File: config.mk
export PLATFORM = sky130hd
export DESIGN_NAME = circular_list_engine
export DESIGN_NICKNAME = d
export VERILOG_FILES = /design/src/sv/cle_pkg.sv /design/src/sv/circular_list_engine.sv /design/src/sv/cle_cell.sv
export SDC_FILE = /design/constraint.sdc
export NUM_CORES = 2
export LEC_CHECK = 0
export BUFFER_PORTS_ARGS = -buffer_cell sky130_fd_sc_hd__buf_4
export CAP_MARGIN = 20
export CORE_ASPECT_RATIO = 0.9
export CORE_MARGIN = 8
export CORE_UTILIZATION = 55
export DETAILED_ROUTE_END_ITERATION = 8
export PLACE_DENSITY = 0.8
export SYNTH_ARGS = -nofsm -noshare
export SYNTH_HDL_FRONTEND = slang
export SYNTH_SLANG_ARGS = --single-unit
File: constraint.sdc
create_clock -name clk -period 5.8 [get_ports clk]
set_input_delay 0.87 -clock clk [delete_from_list [all_inputs] [get_ports clk]]
set_output_delay 0.87 -clock clk [all_outputs]
set_load 0.005 [all_outputs]
File: src/sv/cle_pkg.sv
`timescale 1ns / 1ps
// ----------------------------------------------------------------------------
// cle_pkg
// Shared types and codes for the circular list engine: request opcodes,
// result status codes, controller states and the cell command bundle.
// ----------------------------------------------------------------------------
package cle_pkg;

  localparam int WORD_W = 32;
  localparam int OP_W   = 3;
  localparam int ST_W   = 3;

  typedef enum logic [OP_W-1:0] {
    OP_APPEND     = 3'd0,
    OP_PREPEND    = 3'd1,
    OP_DROP_HEAD  = 3'd2,
    OP_DROP_TAIL  = 3'd3,
    OP_DROP_AFTER = 3'd4,
    OP_LIST       = 3'd5
  } cle_op_t;

  typedef enum logic [ST_W-1:0] {
    ST_OK       = 3'd0,
    ST_EMPTY    = 3'd1,
    ST_FULL     = 3'd2,
    ST_NOTFOUND = 3'd3,
    ST_LISTED   = 3'd4
  } cle_status_t;

  typedef enum logic [2:0] {
    S_IDLE,
    S_SEARCH,
    S_DROP,
    S_REWIND,
    S_LIST
  } cle_state_t;

  // Commands broadcast to every cell of the row.
  typedef enum logic [2:0] {
    CMD_HOLD,
    CMD_APPEND,
    CMD_PREPEND,
    CMD_ROTATE,
    CMD_DROP
  } cle_cmd_t;

  typedef struct packed {
    cle_cmd_t                 cmd;
    logic signed [WORD_W-1:0] value;
  } cle_ctrl_t;

endpackage

File: src/sv/circular_list_engine.sv
`timescale 1ns / 1ps
// ----------------------------------------------------------------------------
// circular_list_engine
// Append, prepend, remove head/tail and empty cases put their one
//   result in the output register in the cycle after the request is accepted.
// Remove-after turns the row one cell per cycle while searching
//   and rewinding, and waits for a free output register to give its result.
// List gives one result per cycle while the output is taken.
// One request at a time; the next is taken once the walk is done.
// Reset clears the element count (empty list); cell contents stay undefined.
// ----------------------------------------------------------------------------
module circular_list_engine #(
  parameter int DEPTH = 16
) (
  input  logic                               clk,
  input  logic                               rst,
  input  logic                               req_valid,
  output logic                               req_ready,
  input  logic [cle_pkg::OP_W-1:0]           op,
  input  logic signed [cle_pkg::WORD_W-1:0]  value,
  output logic                               res_valid,
  input  logic                               res_ready,
  output logic signed [cle_pkg::WORD_W-1:0]  item,
  output logic [cle_pkg::ST_W-1:0]           status,
  output logic                               last
);
  import cle_pkg::*;

  localparam int CW = $clog2(DEPTH + 1);
  localparam logic [CW-1:0] FULL_COUNT = CW'(DEPTH);

  cle_state_t               state, state_next;
  logic [CW-1:0]            count, count_next;
  logic [CW-1:0]            step, step_next;
  logic [CW-1:0]            count_m1;
  logic signed [WORD_W-1:0] key;
  cle_ctrl_t                ctrl;

  logic                     res_load;
  logic signed [WORD_W-1:0] item_next;
  cle_status_t              status_next;
  logic                     last_next;

  logic                     out_free;
  logic                     req_fire;
  logic                     match;
  logic signed [WORD_W-1:0] cell_data [DEPTH];

  assign out_free = !res_valid || res_ready;
  assign req_fire = req_valid && req_ready;
  assign count_m1 = count - 1'b1;
  assign match    = (cell_data[0] == key);

  // Row of cells: cell i reads i-1 on prepend, i+1 on rotate and drop.
  for (genvar i = 0; i < DEPTH; i++) begin : g_cell
    logic signed [WORD_W-1:0] left_w;
    logic signed [WORD_W-1:0] right_w;
    if (i == 0) begin : g_first
      assign left_w = ctrl.value;
    end else begin : g_mid_l
      assign left_w = cell_data[i-1];
    end
    if (i == DEPTH - 1) begin : g_end
      assign right_w = cell_data[0];
    end else begin : g_mid_r
      assign right_w = cell_data[i+1];
    end
    cle_cell #(
      .DEPTH (DEPTH),
      .IDX   (i)
    ) u_cell (
      .clk        (clk),
      .ctrl       (ctrl),
      .count      (count),
      .left_word  (left_w),
      .right_word (right_w),
      .head_word  (cell_data[0]),
      .word       (cell_data[i])
    );
  end

  // Next state
  always_comb begin
    state_next = state;
    case (state)
      S_IDLE: begin
        if (req_fire && count != '0) begin
          if (op == OP_DROP_AFTER) state_next = S_SEARCH;
          else if (op == OP_LIST) state_next = S_LIST;
        end
      end
      S_SEARCH: begin
        if (match) state_next = S_DROP;
        else if (step == count_m1 && out_free) state_next = S_IDLE;
      end
      S_DROP: begin
        if (out_free) state_next = (count_m1 == '0) ? S_IDLE : S_REWIND;
      end
      S_REWIND: begin
        if (step == CW'(1)) state_next = S_IDLE;
      end
      S_LIST: begin
        if (out_free && step == count_m1) state_next = S_IDLE;
      end
      default: state_next = S_IDLE;
    endcase
  end

  // Outputs and datapath control
  always_comb begin
    req_ready   = (state == S_IDLE) && out_free;
    ctrl.cmd    = CMD_HOLD;
    ctrl.value  = value;
    count_next  = count;
    step_next   = step;
    res_load    = 1'b0;
    item_next   = '0;
    status_next = ST_OK;
    last_next   = 1'b1;
    case (state)
      S_IDLE: begin
        if (req_fire) begin
          step_next = '0;
          case (op)
            OP_APPEND, OP_PREPEND: begin
              res_load = 1'b1;
              if (count == FULL_COUNT) begin
                status_next = ST_FULL;
              end else begin
                ctrl.cmd   = (op == OP_APPEND) ? CMD_APPEND : CMD_PREPEND;
                count_next = count + 1'b1;
              end
            end
            OP_DROP_HEAD, OP_DROP_TAIL: begin
              res_load = 1'b1;
              if (count == '0) begin
                status_next = ST_EMPTY;
              end else begin
                if (op == OP_DROP_HEAD) ctrl.cmd = CMD_ROTATE;
                count_next = count_m1;
              end
            end
            OP_DROP_AFTER, OP_LIST: begin
              if (count == '0) begin
                res_load    = 1'b1;
                status_next = ST_EMPTY;
              end
            end
            default: res_load = 1'b1;
          endcase
        end
      end
      S_SEARCH: begin
        // step counts the rotations so far; on a match it holds the position
        if (!match) begin
          if (step == count_m1) begin
            if (out_free) begin
              ctrl.cmd    = CMD_ROTATE;
              res_load    = 1'b1;
              status_next = ST_NOTFOUND;
            end
          end else begin
            ctrl.cmd  = CMD_ROTATE;
            step_next = step + 1'b1;
          end
        end
      end
      S_DROP: begin
        if (out_free) begin
          ctrl.cmd   = CMD_DROP;
          count_next = count_m1;
          res_load   = 1'b1;
          // matched word sits in cell zero; turn the row until the head leads
          step_next  = (step == count_m1) ? CW'(1) : count_m1 - step;
        end
      end
      S_REWIND: begin
        ctrl.cmd  = CMD_ROTATE;
        step_next = step - 1'b1;
      end
      S_LIST: begin
        if (out_free) begin
          ctrl.cmd    = CMD_ROTATE;
          res_load    = 1'b1;
          item_next   = cell_data[0];
          status_next = ST_LISTED;
          last_next   = (step == count_m1);
          step_next   = step + 1'b1;
        end
      end
      default: ctrl.cmd = CMD_HOLD;
    endcase
  end

  always_ff @(posedge clk) begin
    if (rst) begin
      state     <= S_IDLE;
      count     <= '0;
      step      <= '0;
      res_valid <= 1'b0;
    end else begin
      state <= state_next;
      count <= count_next;
      step  <= step_next;
      if (res_load) res_valid <= 1'b1;
      else if (res_ready) res_valid <= 1'b0;
    end
  end

  always_ff @(posedge clk) begin
    if (req_fire) key <= value;
    if (res_load) begin
      item   <= item_next;
      status <= status_next;
      last   <= last_next;
    end
  end

`ifndef SYNTHESIS
  a_count_range: assert property (@(posedge clk) disable iff (rst)
    count <= FULL_COUNT)
    else $error("element count beyond depth");

  a_full_holds: assert property (@(posedge clk) disable iff (rst)
    (req_fire && count == FULL_COUNT && (op == OP_APPEND || op == OP_PREPEND))
      |=> (count == FULL_COUNT && status == ST_FULL))
    else $error("insert into full list changed it");

  a_drop_shrinks: assert property (@(posedge clk) disable iff (rst)
    (state == S_DROP && out_free) |=> (count == $past(count_m1)))
    else $error("remove after did not shrink the list by one");

  a_list_ends: assert property (@(posedge clk) disable iff (rst)
    (state == S_LIST && res_load && last_next) |=> (state == S_IDLE && res_valid))
    else $error("list walk did not finish on its last element");
`endif

endmodule

File: src/sv/cle_cell.sv
`timescale 1ns / 1ps
// ----------------------------------------------------------------------------
// cle_cell
// One storage cell of the list row. Holds one word and, on each command,
// keeps it, loads the request word, or takes a neighbor's word.
// ----------------------------------------------------------------------------
module cle_cell #(
  parameter int DEPTH = 16,
  parameter int IDX   = 0
) (
  input  logic                                clk,
  input  cle_pkg::cle_ctrl_t                  ctrl,
  input  logic [$clog2(DEPTH+1)-1:0]          count,
  input  logic signed [cle_pkg::WORD_W-1:0]   left_word,
  input  logic signed [cle_pkg::WORD_W-1:0]   right_word,
  input  logic signed [cle_pkg::WORD_W-1:0]   head_word,
  output logic signed [cle_pkg::WORD_W-1:0]   word
);
  import cle_pkg::*;

  localparam int CW = $clog2(DEPTH + 1);
  localparam logic [CW-1:0] IDX_C = CW'(IDX);

  logic [CW-1:0]             count_m1;
  logic signed [WORD_W-1:0]  word_next;

  assign count_m1 = count - 1'b1;

  always_comb begin
    word_next = word;
    case (ctrl.cmd)
      CMD_APPEND: begin
        if (IDX_C == count) word_next = ctrl.value;
      end
      CMD_PREPEND: begin
        word_next = left_word;
      end
      CMD_ROTATE: begin
        // last live cell wraps around to the head
        if (IDX_C == count_m1) word_next = head_word;
        else if (IDX_C < count_m1) word_next = right_word;
      end
      CMD_DROP: begin
        // close the gap left by the word in cell one
        if (IDX_C != '0 && IDX_C < count_m1) word_next = right_word;
      end
      default: word_next = word;
    endcase
  end

  always_ff @(posedge clk) begin
    word <= word_next;
  end

endmodule
# Yosys cells after proc, flatten, opt, wreduce, memory -nomap -nowiden
# Cells that the tools add are included.
[word_totals] regBits=594 elab_cells=275 out_inout_bits=38
[classes] order_cmp=16 n_reduce_logical=41 n_mux=113 n_addsub=5 n_eq_ne=76
[op_table] cell="$pmux W32 S4" n=15
[op_table] cell="$mux W32" n=48
[op_table] cell="$pmux W32 S3" n=1
[op_table] cell="$eq A4 B5 Y1 const A" n=16
[op_table] cell="$mux W5" n=10
[op_table] cell="$eq A3 B5 Y1 const A" n=8
[op_table] cell="$lt A4 B5 Y1 const A" n=8
[op_table] cell="$eq A32 B32 Y1" n=1
[op_table] cell="$ne A2 B1 Y1 const B" n=16
[op_table] cell="$reduce_and A2 Y1" n=16
[op_table] cell="$mux W3" n=10
[op_table] cell="$pmux W3 S5" n=2
[op_table] cell="$pmux W5 S5" n=1
[op_table] cell="$mux W2" n=11
[op_table] cell="$eq A2 B5 Y1 const A" n=4
[op_table] cell="$lt A3 B5 Y1 const A" n=4
[op_table] cell="$pmux W5 S2" n=2
[op_table] cell="$eq A3 B2 Y1 const B" n=6
[op_table] cell="$ne A2 B2 Y1 const B" n=9
[op_table] cell="$eq A3 B3 Y1 const B" n=4
[op_table] cell="$reduce_and A6 Y1" n=2
[op_table] cell="$add A5 B1 Y5 const B" n=2
[op_table] cell="$eq A1 B5 Y1 const A" n=2
[op_table] cell="$logic_not A5 Y1" n=2
[op_table] cell="other kinds (25)" n=51

# Longest topological paths before layout
[depth] word_depth=9 ltp_mapped=16 depth_no_buf=12

# Modules after synthesis
# Synthesis repeated with hierarchy kept, for this count alone.
[unflattened] cells_unflattened=4776 hier_area_um2=45959.1
[modules_own_cells] module="circular_list_engine" cells_per_inst=365 area_each_um2=4176.5 instances=1
[modules_own_cells] module="cle_cell at g_cell[1].u_cell" cells_per_inst=470 area_each_um2=3525.9 instances=1
[modules_own_cells] module="cle_cell at g_cell[10].u_cell" cells_per_inst=371 area_each_um2=3258.1 instances=1
[modules_own_cells] module="cle_cell at g_cell[6].u_cell" cells_per_inst=275 area_each_um2=2730.1 instances=1
[modules_own_cells] module="cle_cell at g_cell[9].u_cell" cells_per_inst=358 area_each_um2=2717.6 instances=1
[modules_own_cells] module="cle_cell at g_cell[7].u_cell" cells_per_inst=274 area_each_um2=2681.3 instances=1
[modules_own_cells] module="cle_cell at g_cell[2].u_cell" cells_per_inst=271 area_each_um2=2663.8 instances=1
[modules_own_cells] module="cle_cell at g_cell[15].u_cell" cells_per_inst=306 area_each_um2=2647.5 instances=1
[modules_own_cells] module="cle_cell at g_cell[14].u_cell" cells_per_inst=280 area_each_um2=2640.0 instances=1
[modules_own_cells] module="cle_cell at g_cell[3].u_cell" cells_per_inst=278 area_each_um2=2631.3 instances=1
[modules_own_cells] module="cle_cell at g_cell[4].u_cell" cells_per_inst=274 area_each_um2=2494.9 instances=1
[modules_own_cells] module="cle_cell at g_cell[0].u_cell" cells_per_inst=239 area_each_um2=2373.5 instances=1
[modules_own_cells] module="cle_cell at g_cell[5].u_cell" cells_per_inst=215 area_each_um2=2369.8 instances=1
[modules_own_cells] module="cle_cell at g_cell[12].u_cell" cells_per_inst=175 area_each_um2=2324.7 instances=1
[modules_own_cells] module="3 more rows"

# Least setup slack after synthesis
# No wires, ideal clock.
[synth_timing] kind="reg-to-reg" start="register count[0]" end="register item[0] in the netlist's numbering, enable pin" t_arrival_ns=4.902 setup_slack_ns=0.412 required_ns=5.313 setup_ns=0.487 path_buffers=1 stages_incl_launch_ff=10 synth_period_minus_slack_ns=5.388 path_cell_list="dfxtp_1 > buf_2 > inv_1 > ha_1 > xnor2_1 > inv_2 > ha_1 > and4_1 > nand3_1 > o31ai_1"
[synth_via] elab_chain_cells=5 word_cells_on_any_way=9 classes_between="add/sub: 1; eq/ne: 1; mux: 6; reduce/logical: 1"
[synth_rtl] item="from (decl)" line="circular_list_engine.sv:33" rtl="logic [CW-1:0] count, count_next;"
[synth_rtl] item="from (signal assigned)" line="circular_list_engine.sv:203" rtl="count <= count_next;"
[synth_rtl] item="$sub A5 B1 Y5 / $logic_not A5 Y1 (equally long branches)" line="circular_list_engine.sv:51, circular_list_engine.sv:144"
[synth_rtl] item="$eq A5 B5 Y1 / $mux W1 (equally long branches)" line="circular_list_engine.sv:156, circular_list_engine.sv:144"
[synth_rtl] item="$mux W1, on equally long branches" line="circular_list_engine.sv:156, circular_list_engine.sv:124"
[synth_rtl] item="$mux W1, on equally long branches" line="circular_list_engine.sv:155, circular_list_engine.sv:122"
[synth_rtl] item="$pmux W1 S3 (*)" line="circular_list_engine.sv:120" rtl="case (state)"
[synth_rtl] item="named net res_load" line="circular_list_engine.sv:39" rtl="logic res_load;"
[synth_rtl] item="to (signal assigned)" line="circular_list_engine.sv:213" rtl="item <= item_next;"
[synth_rtl] item="to (decl)" line="circular_list_engine.sv:23" rtl="output logic signed [cle_pkg::WORD_W-1:0] item,"
# The timed path passes the listed nets; every way through them passes the cells marked *.
# A chain may end at the register's enable or synchronous reset.

# Worst setup path after layout
[layout_timing] start="register count[0]" end="register g_cell[0].u_cell.word[1] in the netlist's numbering, enable pin"
[layout_via] elab_chain_cells=8 word_cells_on_any_way=21 classes_between="add/sub: 1; order compare: 1; eq/ne: 8; mux: 7; reduce/logical: 4"
[layout_rtl] item="$sub A5 B1 Y5, or another cell as far along" line="circular_list_engine.sv:51, cle_cell.sv:27"
[layout_rtl] item="$eq A5 B5 Y1, or another cell as far along" line="circular_list_engine.sv:156" rtl="if (step == count_m1) begin"
[layout_rtl] item="$mux W3 / $pmux W2 S2 (equally long branches)" line="circular_list_engine.sv:156, circular_list_engine.sv:124"
[layout_rtl] item="$mux W3 / $mux W2 (equally long branches)" line="circular_list_engine.sv:155, circular_list_engine.sv:122"
[layout_rtl] item="$pmux W3 S5" line="circular_list_engine.sv:120"
[layout_rtl] item="$eq A3 B2 Y1 / $eq A3 B1 Y1 (equally long branches)" line="cle_cell.sv:31" rtl="case (ctrl.cmd)"
[layout_rtl] item="$ne A2 B1 Y1 (no line), or another cell as far along"
[layout_rtl] item="$reduce_and A4 Y1 (no line) (*)"
[layout_rtl] item="to (signal assigned)" line="cle_cell.sv:52" rtl="word <= word_next;"
[layout_rtl] item="to (decl)" line="cle_cell.sv:17" rtl="output logic signed [cle_pkg::WORD_W-1:0] word"
# Mark *: on every way between the ends. The rest lies on a longest branch, timed or not.

==> run metrics <==
post-synthesis sequential area ratio=0.449; final hold violations=0; Final GP Congestion=0.893; hold_buf cts=0; Final Max Tran Viols=0; Global Route Usage Sum=0.316; maxcap violations=0; Worst Setup End Kind=flop; initial antenna violation count=2; mux cell area share after synthesis=0.116; cell family with most CP delay=compound AO/OA/AOI/OAI gates; Async S/R FF share, synth=0; Root Driver=clkbuf_16; Worst Setup Path Type=reg2reg; first-pass GRT wire length=202 mm; WHS=0.479 ns; VDD IR-drop max=231 uV; Simple-Gate Fraction of Synth Area=0.134; clock buffer depth=3; main flop type after synthesis=edfxtp_1; Slew headroom=0.0980; via density per instance=7.37; die area=80600 sq um; row count=93; Mapped Nets=4033; Layout area overhead=7.06%; Internal=8.16 mW; routed via count=35000; remaining global-route overflow=0; TritonCTS Buffers=67; Yosys cell types=80; Top Ports=77; Worst-path clk slew=0.06 ns; largest family of logic cells by synthesized area=compound AO/OA/AOI/OAI gates; worst-path maximum fanout=31; Yosys warning count=0; Period minus WS final=4.93 ns; total power=11.9 mW; detailed-placement wirelength estimate=76.0 mm; CP Buf/Inv Count=3; Setup WS post-layout=0.867 ns; outcome=completed; clk_lat worst skew=0.62 ns; Comb pwr share=0.207; setup TNS=0 ns; WHS Endpoint=key[28]; final setup skew=0.0310 ns; FMAX=203 MHz; Die Wd=298 um; Reg2Reg Setup Slack=0.87 ns; most common cell after layout, fill and taps aside=nand2_1; DIE HEIGHT=270 um; Flop pwr share=0.458; syn_area_per_cell=9.93 sq um; WL final=135 mm; startpoint types=flop; Critical Path AT=5.21 ns; period utilisation layout=0.851; complex-gate fraction of the synthesized area=0.229; FF-to-FF path depth=12; Pleak=14.9 nW; RSZ-0062 raised after global routing=no; Post-Place Worst Slack=1.04 ns; Synth Area in Adders=0.00622; Remaining DRCs=0; worst hold path cell count=1; Switching Fraction=0.313; Starting Density=0.553; Worst R2R End=g_cell[0].u_cell.word[1]; Wirelength per Cell=28.3 um; worst slew pin tran=1.35 ns; Buffers on Ports=76; Routed Antenna Nets=0; drt pass-1 iters=7; CTS Sinks=594; crit-path cells=inv_1 > ha_1 > xnor2_1 > inv_2 > ha_1 > and4_1 > nand2_1 > a21boi_0 > o21ai_0 > o21ai_0 > a221o_2 > buf_4; Clock Power Share=0.335; post-cts resize count=0; CTS tree=yes; CP max-delay cell=a221o_2; largest net degree at the start of global routing=224; Iter 0 DRT Violations=5495; CTS H-tree depth=3; final net count=3820; setup repair bufs after CTS=0; CP Data Required Time=6.08 ns; Hold WC Path Type=in2reg; Core Area=71300 sq um; XOR/XNOR Fraction of Synth Area=0.0101; most frequent cells in the layout=nand2_1 (670), edfxtp_1 (580), mux2i_1 (387), o2111ai_1 (384), nor2_1 (350); share of layout cells above drive strength 1=0.104; EDFF count, synth=580; P_sw=3.72 mW; Cell Area, Synth=39500 sq um; flops & latches, synth=594; Cells after Synth=3975; HP Start=value[28]; number of global-route vias before repair=33000; r2r startpoint=count[0]; Worst path max stage delay=0.87 ns; Power per Cell Area=281 nW/um^2; Final setup viols=0
how the worst max path moves through the flow:
stage	from	to	slack, ns	cells past startpoint
3_5_place_dp	count[0]	g_cell[0].u_cell.word[7]	1.04	12
5_1_grt	count[0]	g_cell[6].u_cell.word[15]	0.75	12
3_3_place_gp	count[0]	g_cell[0].u_cell.word[1]	1.11	12
4_1_cts	count[0]	g_cell[0].u_cell.word[1]	1.01	12
2_1_floorplan	count[0]	item[0]	0.41	9
6_report	count[0]	g_cell[0].u_cell.word[1]	0.87	12
final cells by class:
type	count	area, sq um
fill	5828	29100
clock inverter	27	156
sequential	594	17700
antenna	1	2.50
timing repair buffer	157	1350
clock buffer	85	1780
multi-input combinational	2892	19900
tap	950	1190
inverter	50	188
cell usage after synthesis, types with 32 or more instances:
master,number,share of area
nand2_1,686,0.065
edfxtp_1,580,0.44
mux2i_1,387,0.098
o2111ai_1,384,0.085
nor2_1,351,0.033
clkbuf_1,316,0.030
a211o_1,290,0.064
o211ai_1,164,0.031
o21ai_0,115,0.015
buf_2,70,0.0089
mux2_2,64,0.018
a21oi_1,59,0.0075
nand3_1,54,0.0068
inv_1,45,0.0043
nor3_1,41,0.0052
xnor2_1,38,0.0084
a22oi_1,33,0.0063
buf_6,33,0.0094
a222oi_1,32,0.0081
nand3b_1,32,0.0061
metal layers:
| layer | GRT usage | up-vias | part of all wire |
|---|---|---|---|
| met5 | 0 | - | 0.00013 |
| met4 | 0.160 | 2 | 0.060 |
| met3 | 0.0897 | 543 | 0.15 |
| met2 | 0.464 | 2889 | 0.42 |
| met1 | 0.425 | 16700 | 0.37 |
| li1 | - | 14900 | - |
cells by family (layout without fill, tap and decap cells):
group	after synthesis	after routing
AOI/OAI and AO/OA	1131	1131
xor gates and xnor gates	44	44
adders and majority gates	19	19
buffers and inverters	489	319
DFF	594	594
muxes	451	451
other	0	1
and+or+nand+nor	1247	1247
registers in the layout, summed over array words and instances, names as in the netlist:
register            count
count                   5
g_cell.u_cell.word    512
item                   32
key                    32
last                    1
res_valid               1
state                   3
status                  3
step                    5
worst reg2reg max path, stage by stage, from the launching register on:
cell	delay [ns]
dfxtp_4	0.61
inv_1	0.21
ha_1	0.43
xnor2_1	0.45
inv_2	0.25
ha_1	0.39
and4_1	0.25
nand2_1	0.18
a21boi_0	0.27
o21ai_0	0.11
o21ai_0	0.11
a221o_2	0.87
buf_4	0.47
metrics by stage:
step,utilization,std cells,cell area (sq um)
after floorplan,-,3975,39500
after global placement,0.565,4642,40300
after detailed placement,0.565,4643,40300
after CTS,0.592,4755,42200
after global routing,0.592,4755,42200
final,0.592,4756,42200
power groups by stage:
stage / clock [mW] / combinational [mW] / sequential [mW]
after CTS: 3.98 / 2.37 / 5.43
after global placement: 0 / 2.29 / 5.51
after floorplan: 0 / 1.67 / 5.39
after global routing: 4.13 / 2.56 / 5.48
after detailed placement: 0 / 2.36 / 5.52
final: 3.98 / 2.46 / 5.44
Note: power is estimated with default switching activity, not from simulation.
